`src/rtl/core/idct_8point_column_pass_defines.svh`:
```
// Assertion macros for the column IDCT pipeline.
`ifndef IDCT_8POINT_COLUMN_PASS_DEFINES_SVH
`define IDCT_8POINT_COLUMN_PASS_DEFINES_SVH

`ifndef SYNTHESIS
// Checked after reset is released.
`define IDCT8_ASSERT(lbl, clk, rst_n, prop) \
  lbl: assert property (@(posedge clk) disable iff (!rst_n) prop) \
    else $error("idct8 check failed");
// Checked during reset as well.
`define IDCT8_ASSERT_ANY(lbl, clk, prop) \
  lbl: assert property (@(posedge clk) prop) \
    else $error("idct8 check failed");
`else
`define IDCT8_ASSERT(lbl, clk, rst_n, prop)
`define IDCT8_ASSERT_ANY(lbl, clk, prop)
`endif

`endif

```
`src/rtl/core/idct8_pkg.sv`:
```
`timescale 1ns / 1ps

package idct8_pkg;

  localparam int NumStages = 4;

  typedef logic signed [31:0] word_t;
  // Eight 16-bit lanes, lane 0 in the lowest bits.
  typedef logic [7:0][15:0] col_t;

  // 12-bit cosine weights, 2048*sqrt(2)*cos(k*pi/16).
  localparam word_t K1 = 32'sd2841;
  localparam word_t K2 = 32'sd2676;
  localparam word_t K3 = 32'sd2408;
  localparam word_t K5 = 32'sd1609;
  localparam word_t K6 = 32'sd1108;
  localparam word_t K7 = 32'sd565;
  localparam word_t KR = 32'sd181;

  localparam word_t K1mK7 = K1 - K7;
  localparam word_t K1pK7 = K1 + K7;
  localparam word_t K3mK5 = K3 - K5;
  localparam word_t K3pK5 = K3 + K5;
  localparam word_t K2pK6 = K2 + K6;
  localparam word_t K2mK6 = K2 - K6;

  localparam word_t DcBias = 32'sd8192;
  localparam word_t RndMul = 32'sd4;
  localparam word_t RndRot = 32'sd128;

  // Products of the first stage.
  typedef struct packed {
    word_t t_a;
    word_t p4;
    word_t p5;
    word_t t_b;
    word_t p6;
    word_t p7;
    word_t t_e;
    word_t p2;
    word_t p3;
    word_t e_sum;
    word_t e_dif;
  } s1_t;

  // Butterfly results, named as in the Chen-Wang flow graph.
  typedef struct packed {
    word_t a0;
    word_t a1;
    word_t a2;
    word_t a3;
    word_t a4;
    word_t a5;
    word_t a6;
    word_t a7;
    word_t t;
  } bfly_t;

  typedef struct packed {
    logic [NumStages-1:0] load;
  } pipe_ctl_t;

endpackage

```
`src/rtl/core/idct8_ctl.sv`:
```
`timescale 1ns / 1ps
`include "idct_8point_column_pass_defines.svh"

module idct8_ctl
  import idct8_pkg::*;
(
  input  logic       clk_i,
  input  logic       rst_ni,
  input  logic       in_valid_i,
  output logic       in_ready_o,
  output logic       out_valid_o,
  input  logic       out_ready_i,
  output pipe_ctl_t  ctl_o
);

  logic [NumStages-1:0] valid_q, valid_d, ready;

  // A stage may load when it is empty or its successor takes its content.
  always_comb begin
    ready[NumStages-1] = !valid_q[NumStages-1] || out_ready_i;
    for (int k = NumStages - 2; k >= 0; k--) begin
      ready[k] = !valid_q[k] || ready[k+1];
    end
    valid_d = valid_q;
    if (ready[0]) begin
      valid_d[0] = in_valid_i;
    end
    for (int k = 1; k < NumStages; k++) begin
      if (ready[k]) begin
        valid_d[k] = valid_q[k-1];
      end
    end
  end

  always_ff @(posedge clk_i or negedge rst_ni) begin
    if (!rst_ni) begin
      valid_q <= '0;
    end else begin
      valid_q <= valid_d;
    end
  end

  assign in_ready_o  = ready[0];
  assign out_valid_o = valid_q[NumStages-1];
  assign ctl_o.load  = ready;

  `IDCT8_ASSERT(a_empty_out_ready, clk_i, rst_ni, !valid_q[NumStages-1] |-> in_ready_o)
  `IDCT8_ASSERT(a_drain_ready, clk_i, rst_ni, out_ready_i |-> in_ready_o)
  `IDCT8_ASSERT(a_accept_fills, clk_i, rst_ni, (in_valid_i && in_ready_o) |=> valid_q[0])
  `IDCT8_ASSERT(a_stall_holds, clk_i, rst_ni, (valid_q[0] && !ready[0]) |=> valid_q[0])
  `IDCT8_ASSERT_ANY(a_reset_empty, clk_i, !rst_ni |=> (valid_q == '0))

endmodule

```
`src/rtl/core/idct8_mul.sv`:
```
`timescale 1ns / 1ps

module idct8_mul
  import idct8_pkg::*;
(
  input  logic  clk_i,
  input  logic  load_i,
  input  col_t  coef_i,
  output s1_t   s1_o
);

  word_t c [8];
  s1_t   s1_d, s1_q;

  always_comb begin
    for (int k = 0; k < 8; k++) begin
      c[k] = {{16{coef_i[k][15]}}, coef_i[k]};
    end
    // odd part
    s1_d.t_a = K7 * (c[1] + c[7]) + RndMul;
    s1_d.p4  = K1mK7 * c[1];
    s1_d.p5  = K1pK7 * c[7];
    s1_d.t_b = K3 * (c[5] + c[3]) + RndMul;
    s1_d.p6  = K3mK5 * c[5];
    s1_d.p7  = K3pK5 * c[3];
    // even part, DC and row 4 scaled by 256
    s1_d.t_e   = K6 * (c[2] + c[6]) + RndMul;
    s1_d.p2    = K2pK6 * c[6];
    s1_d.p3    = K2mK6 * c[2];
    s1_d.e_sum = (c[0] <<< 8) + DcBias + (c[4] <<< 8);
    s1_d.e_dif = (c[0] <<< 8) + DcBias - (c[4] <<< 8);
  end

  always_ff @(posedge clk_i) begin
    if (load_i) begin
      s1_q <= s1_d;
    end
  end

  assign s1_o = s1_q;

endmodule

```
`src/rtl/core/idct8_bfly.sv`:
```
`timescale 1ns / 1ps

module idct8_bfly
  import idct8_pkg::*;
(
  input  logic   clk_i,
  input  logic   load_i,
  input  s1_t    s1_i,
  output bfly_t  bf_o
);

  word_t o4, o5, o6, o7, e2, e3;
  bfly_t bf_d, bf_q;

  always_comb begin
    o4 = (s1_i.t_a + s1_i.p4) >>> 3;
    o5 = (s1_i.t_a - s1_i.p5) >>> 3;
    o6 = (s1_i.t_b - s1_i.p6) >>> 3;
    o7 = (s1_i.t_b - s1_i.p7) >>> 3;
    e2 = (s1_i.t_e - s1_i.p2) >>> 3;
    e3 = (s1_i.t_e + s1_i.p3) >>> 3;

    bf_d.a1 = o4 + o6;
    bf_d.a4 = o4 - o6;
    bf_d.a6 = o5 + o7;
    bf_d.a5 = o5 - o7;
    bf_d.a7 = s1_i.e_sum + e3;
    bf_d.t  = s1_i.e_sum - e3;
    bf_d.a3 = s1_i.e_dif + e2;
    bf_d.a0 = s1_i.e_dif - e2;
    bf_d.a2 = '0; // filled by the rotation stage
  end

  always_ff @(posedge clk_i) begin
    if (load_i) begin
      bf_q <= bf_d;
    end
  end

  assign bf_o = bf_q;

endmodule

```
`src/rtl/core/idct8_fin.sv`:
```
`timescale 1ns / 1ps

module idct8_fin
  import idct8_pkg::*;
(
  input  logic   clk_i,
  input  logic   rot_load_i,
  input  logic   out_load_i,
  input  bfly_t  bf_i,
  output col_t   pix_o
);

  bfly_t rot_d, rot_q;
  word_t sum [8];
  col_t  pix_d, pix_q;

  // Rotation by 1/sqrt(2) on the odd pair.
  always_comb begin
    rot_d    = bf_i;
    rot_d.a2 = (KR * (bf_i.a4 + bf_i.a5) + RndRot) >>> 8;
    rot_d.a4 = (KR * (bf_i.a4 - bf_i.a5) + RndRot) >>> 8;
  end

  always_ff @(posedge clk_i) begin
    if (rot_load_i) begin
      rot_q <= rot_d;
    end
  end

  // Final butterfly, shift by 14, keep low 16 bits.
  always_comb begin
    sum[0] = (rot_q.a7 + rot_q.a1) >>> 14;
    sum[7] = (rot_q.a7 - rot_q.a1) >>> 14;
    sum[1] = (rot_q.a3 + rot_q.a2) >>> 14;
    sum[6] = (rot_q.a3 - rot_q.a2) >>> 14;
    sum[2] = (rot_q.a0 + rot_q.a4) >>> 14;
    sum[5] = (rot_q.a0 - rot_q.a4) >>> 14;
    sum[3] = (rot_q.t + rot_q.a6) >>> 14;
    sum[4] = (rot_q.t - rot_q.a6) >>> 14;
    for (int k = 0; k < 8; k++) begin
      pix_d[k] = sum[k][15:0];
    end
  end

  always_ff @(posedge clk_i) begin
    if (out_load_i) begin
      pix_q <= pix_d;
    end
  end

  assign pix_o = pix_q;

endmodule

```
`src/rtl/core/idct_8point_column_pass.sv`:
```
`timescale 1ns / 1ps
// Column pass of an 8-point Chen-Wang fixed-point inverse DCT.
// Slave stream (s_axis_*): one transaction carries one column of eight
//   signed 16-bit coefficients, coef_0 in tdata[15:0] up to coef_7 in
//   tdata[127:112].
// Master stream (m_axis_*): one transaction per column carries the eight
//   spatial outputs pix_0..pix_7, packed the same way; each is the low 16
//   bits of the shifted result, never clipped.
// Pipeline: four register stages between input transaction and output
//   tvalid (products, butterflies, rotation, final sum/shift).
// Throughput: one column per cycle; every stage loads each cycle when the
//   pipe flows.
// Stalls: each stage holds while its successor is full and blocked, so a
//   low m_axis_tready backs up stage by stage; empty stages still fill, and
//   s_axis_tready only drops once all four stages hold data.
// Reset: rst_ni (async, active low) clears the stage valid bits only;
//   the block is stateless between columns.
module idct_8point_column_pass
  import idct8_pkg::*;
(
  input  logic          clk_i,
  input  logic          rst_ni,
  input  logic          s_axis_tvalid,
  output logic          s_axis_tready,
  input  logic [127:0]  s_axis_tdata,   // coef_0 .. coef_7, 16 bits each
  output logic          m_axis_tvalid,
  input  logic          m_axis_tready,
  output logic [127:0]  m_axis_tdata    // pix_0 .. pix_7, 16 bits each
);

  pipe_ctl_t ctl;
  s1_t       s1;
  bfly_t     bf;
  col_t      pix;

  // Handshake and per-stage load enables.
  idct8_ctl u_ctl (
    .clk_i       (clk_i),
    .rst_ni      (rst_ni),
    .in_valid_i  (s_axis_tvalid),
    .in_ready_o  (s_axis_tready),
    .out_valid_o (m_axis_tvalid),
    .out_ready_i (m_axis_tready),
    .ctl_o       (ctl)
  );

  // Stage 1: constant multiplies of the odd and even inputs.
  idct8_mul u_mul (
    .clk_i  (clk_i),
    .load_i (ctl.load[0]),
    .coef_i (col_t'(s_axis_tdata)),
    .s1_o   (s1)
  );

  // Stage 2: rounding shifts and the butterflies ahead of the rotation.
  idct8_bfly u_bfly (
    .clk_i  (clk_i),
    .load_i (ctl.load[1]),
    .s1_i   (s1),
    .bf_o   (bf)
  );

  // Stages 3 and 4: odd rotation, then output butterfly and scaling.
  idct8_fin u_fin (
    .clk_i      (clk_i),
    .rot_load_i (ctl.load[2]),
    .out_load_i (ctl.load[3]),
    .bf_i       (bf),
    .pix_o      (pix)
  );

  assign m_axis_tdata = pix;

endmodule

```
`config.mk`:
```
export PLATFORM = sky130hd
export DESIGN_NAME = idct_8point_column_pass
export DESIGN_NICKNAME = d
export VERILOG_FILES = /design/src/rtl/core/idct8_pkg.sv /design/src/rtl/core/idct8_ctl.sv /design/src/rtl/core/idct8_mul.sv /design/src/rtl/core/idct8_bfly.sv /design/src/rtl/core/idct8_fin.sv /design/src/rtl/core/idct_8point_column_pass.sv
export VERILOG_INCLUDE_DIRS = /design/src /design/src/rtl/core
export SDC_FILE = /design/constraint.sdc
export NUM_CORES = 2
export LEC_CHECK = 0
export BUFFER_PORTS_ARGS = -buffer_cell sky130_fd_sc_hd__buf_2
export CORE_MARGIN = 3
export CORE_UTILIZATION = 35
export DETAILED_ROUTE_END_ITERATION = 6
export MAX_ROUTING_LAYER = met4
export SLEW_MARGIN = 20
export SYNTH_ARGS = -nofsm -noshare
export SYNTH_HDL_FRONTEND = slang
export SYNTH_SLANG_ARGS = --single-unit
```
`constraint.sdc`:
```
create_clock -name clk_i -period 29.1 [get_ports clk_i]
set_input_delay 5.82 -clock clk_i [delete_from_list [all_inputs] [get_ports clk_i]]
set_output_delay 5.82 -clock clk_i [all_outputs]
set_load 0.02 [all_outputs]
```
==> impl_results.md <==
- Worst-skew pair later-pin latency: 0.79 ns
- DR vias: 66.12k
- Kind of critical path: in2out
- Vias in the first global route: 66.43k
- Share of cells above drive strength 1: 5.472%
- Sequential fraction of the synthesis area: 27.72%
- DIE AREA: 277,800 um2
- H-tree Lvls: 3
- Clock skew: 0.07880 ns
- Setup bufs post-CTS: 0
- Routed vias/inst: 4.950
- Top cells by area, synth: edfxtp_1, ha_1, fa_1, inv_1, xnor2_1
- CP required: 23.28 ns
- Crit Path Max Fanout: 5
- Minimum clock period: 13.84 ns
- Fin Setup TNS: 0 ns
- Hold WS: 0.3844 ns
- Crit path cell chain: buf_2, nor2b_1, nand4_1, buf_2
- Die Ht: 527.1 um
- CP Capture Type: output port
- Maximum root-to-sink buffer count: 3
- Endpoints failing setup: 0
- RSZ-0062 raised after global routing: no
- Hold_buf cts: 0
- CTS sink cnt: 878
- GRT overflow: 0
- IO Port Bufs: 261
- Largest stage delay, worst path: 0.90 ns
- Syn_area_per_cell: 10.09 um2
- GP Congestion: 0.9235
- Crit path max-delay family: simple AND/OR/NAND/NOR gates
- Cell row count: 190
- Critical Path Most Common Cell: buf_2
- Crit path buffers/inverters: 2
- Final Max Slew Viols: 0
- Max-cap violation count: 0
- Count leader, synth: inv_1
- Worst slew pin tran: 1.129 ns
- Synthesis-to-layout area growth: 9.558%
- Final hold vios: 0
- Syn Inst Count: 9,420
- Total Routing Usage GR: 18.04%
- Top_reg_cell synth: edfxtp_1
- Core ar.: 269,100 um2
- Clk slew on worst S/H paths: 0.07 ns
- Syn Std Cell Area: 95,040 um2
- Fin area: 104,100 um2
- Nets: 12.22k
- DRT antenna net count: 0
- Max stage delay cell, worst path: nand4_1
- Residual DRC: 0
- DRT Pass-1 Iters: 6
- Initial antenna violation count: 18
- Status: finished, final reports clean
- Die W: 527.1 um
- Asr flop ratio synth: 0.4556%
- Yosys top cell area share: 27.61%
- Seq cells post-synth: 878
- Period utilization: 47.55%
- I/O pins: 262
- TritonCTS buffer count: 106
- Startpoint types: input port
- Pin count of the biggest net entering global routing: 155
- Drt wl/cell: 18.50 um
- CTS resizes: 0
- HP Class: reg2reg
- Placed Instance Area: 100,500 um2
- CTS tree: built
- Net Count, Synth: 11.93k
- Yosys cell types: 99
- Synth area leader: edfxtp_1
- Max-slew headroom: 24.77%
- Root buf cell: clkbuf_16
- Total wire length: 247,200 um
- Synth warn: 0
- Commonest cells in the netlist: inv_1, ha_1, edfxtp_1, xnor2_1, fa_1
- Post-synth EDFFs: 874
- Iteration-0 DRC Markers: 4,489
- Max Clock Freq: 72.27 MHz
- WP data arrival: 8.02 ns
- Starting Density: 35.32%
- Global-route wire length before repair: 382,100 um
- Hpwl dp: 208,500 um
==> registers in the layout, indices dropped and copies added, names as in the netlist <==
signal,cells
u_bfly.bf_o,236
u_ctl.valid_q,4
u_fin.pix_o,128
u_fin.rot_q,226
u_mul.s1_o,284
==> cell type report <==
cell class	count	area [um2]
Antenna cell	11	27.53
Clock buffer	120	2705
Clock inverter	76	845.8
Fill cell	26408	165000
Inverter	1821	6840
Multi-Input combinational cell	6621	61450
Sequential cell	878	26350
Tap cell	3552	4444
Timing Repair Buffer	279	1466
==> cells by family after synthesis <==
| logic type | Yosys count | share of synthesized area, % |
|---|---|---|
| adder cells (fa/ha/maj) | 2378 | 36.28 |
| multiplexers | 33 | 0.3673 |
| AO/OA/AOI/OAI | 1678 | 11.36 |
| buffers and inverters | 1921 | 7.654 |
| XOR/XNOR | 910 | 8.415 |
| AND/OR/NAND/NOR | 1622 | 8.206 |
| flip-flops | 878 | 27.72 |
==> worst register-to-register path: cells and delay by family (launching register included) <==
| kind | cells | cell delay (ns) |
|---|---|---|
| XOR/XNOR | 2 | 0.95 |
| AO/OA/AOI/OAI | 12 | 3.60 |
| buffers and inverters | 3 | 0.18 |
| flip-flops | 1 | 0.50 |
| AND/OR/NAND/NOR | 4 | 0.62 |
| adder cells (fa/ha/maj) | 8 | 2.91 |
==> worst paths after layout <==
check                                          start                            to  slack (ns)  cells after the start
max reg2reg                u_bfly.bf_o[96]$_DFFE_PP_    u_fin.rot_q[215]$_DFFE_PP_       20.04                     29
max in group asynchronous                     rst_ni  u_ctl.valid_q[0]$_DFFE_PN0P_       24.15                      1
min in group asynchronous                     rst_ni  u_ctl.valid_q[3]$_DFFE_PN0P_        4.82                      1
min                        u_bfly.bf_o[41]$_DFFE_PP_     u_fin.rot_q[41]$_DFFE_PP_        0.38                      0
min reg2reg                u_bfly.bf_o[41]$_DFFE_PP_     u_fin.rot_q[41]$_DFFE_PP_        0.38                      0
max                                    m_axis_tready                 s_axis_tready       15.26                      4
==> stage by stage <==
stage	setup WS, ns	utilization (%)	cells
CTS	15.21	38.68	13347
floorplan	9.345	-	9420
global route	15.15	38.69	13354
detailed placement	15.21	37.36	13151
global placement	15.22	37.36	13151
finish	15.26	38.69	13358
==> placed cells by master, fill, tap and decap left out, types with 16 or more instances in the layout <==
master,n
nor4_1,26
or2_2,29
o41ai_1,22
inv_1,1817
nor3_1,190
clkinv_1,16
ha_1,1748
o21bai_1,136
xnor2_1,651
o31ai_1,31
nand2_1,278
fa_1,630
o21ai_0,257
a2111oi_0,16
o31a_1,19
nand4_1,31
a21boi_0,20
o21a_1,69
clkinv_2,20
edfxtp_1,874
xor2_1,257
or4_1,18
and2_1,36
nand2b_1,89
a21oi_1,577
nor2_1,555
mux2i_1,18
buf_2,261
o21ai_1,25
clkbuf_16,106
a21o_1,177
nor2b_1,77
a211oi_1,48
and3_1,60
buf_4,16
a31oi_1,54
nand3_1,128
o211ai_1,32
a211o_1,23
or3_1,45
==> metal layers <==
metal  track usage, %  up-vias  wire, um
li1                 -    32534         -
met1            24.74    32056    118000
met2            28.26     1248    111400
met3            1.902      285      9899
met4            5.085        0      7904
met5                -        -         0
Power is not shown: default switching activity piles up to over one toggle a cycle in this logic, so the estimate is an artifact.
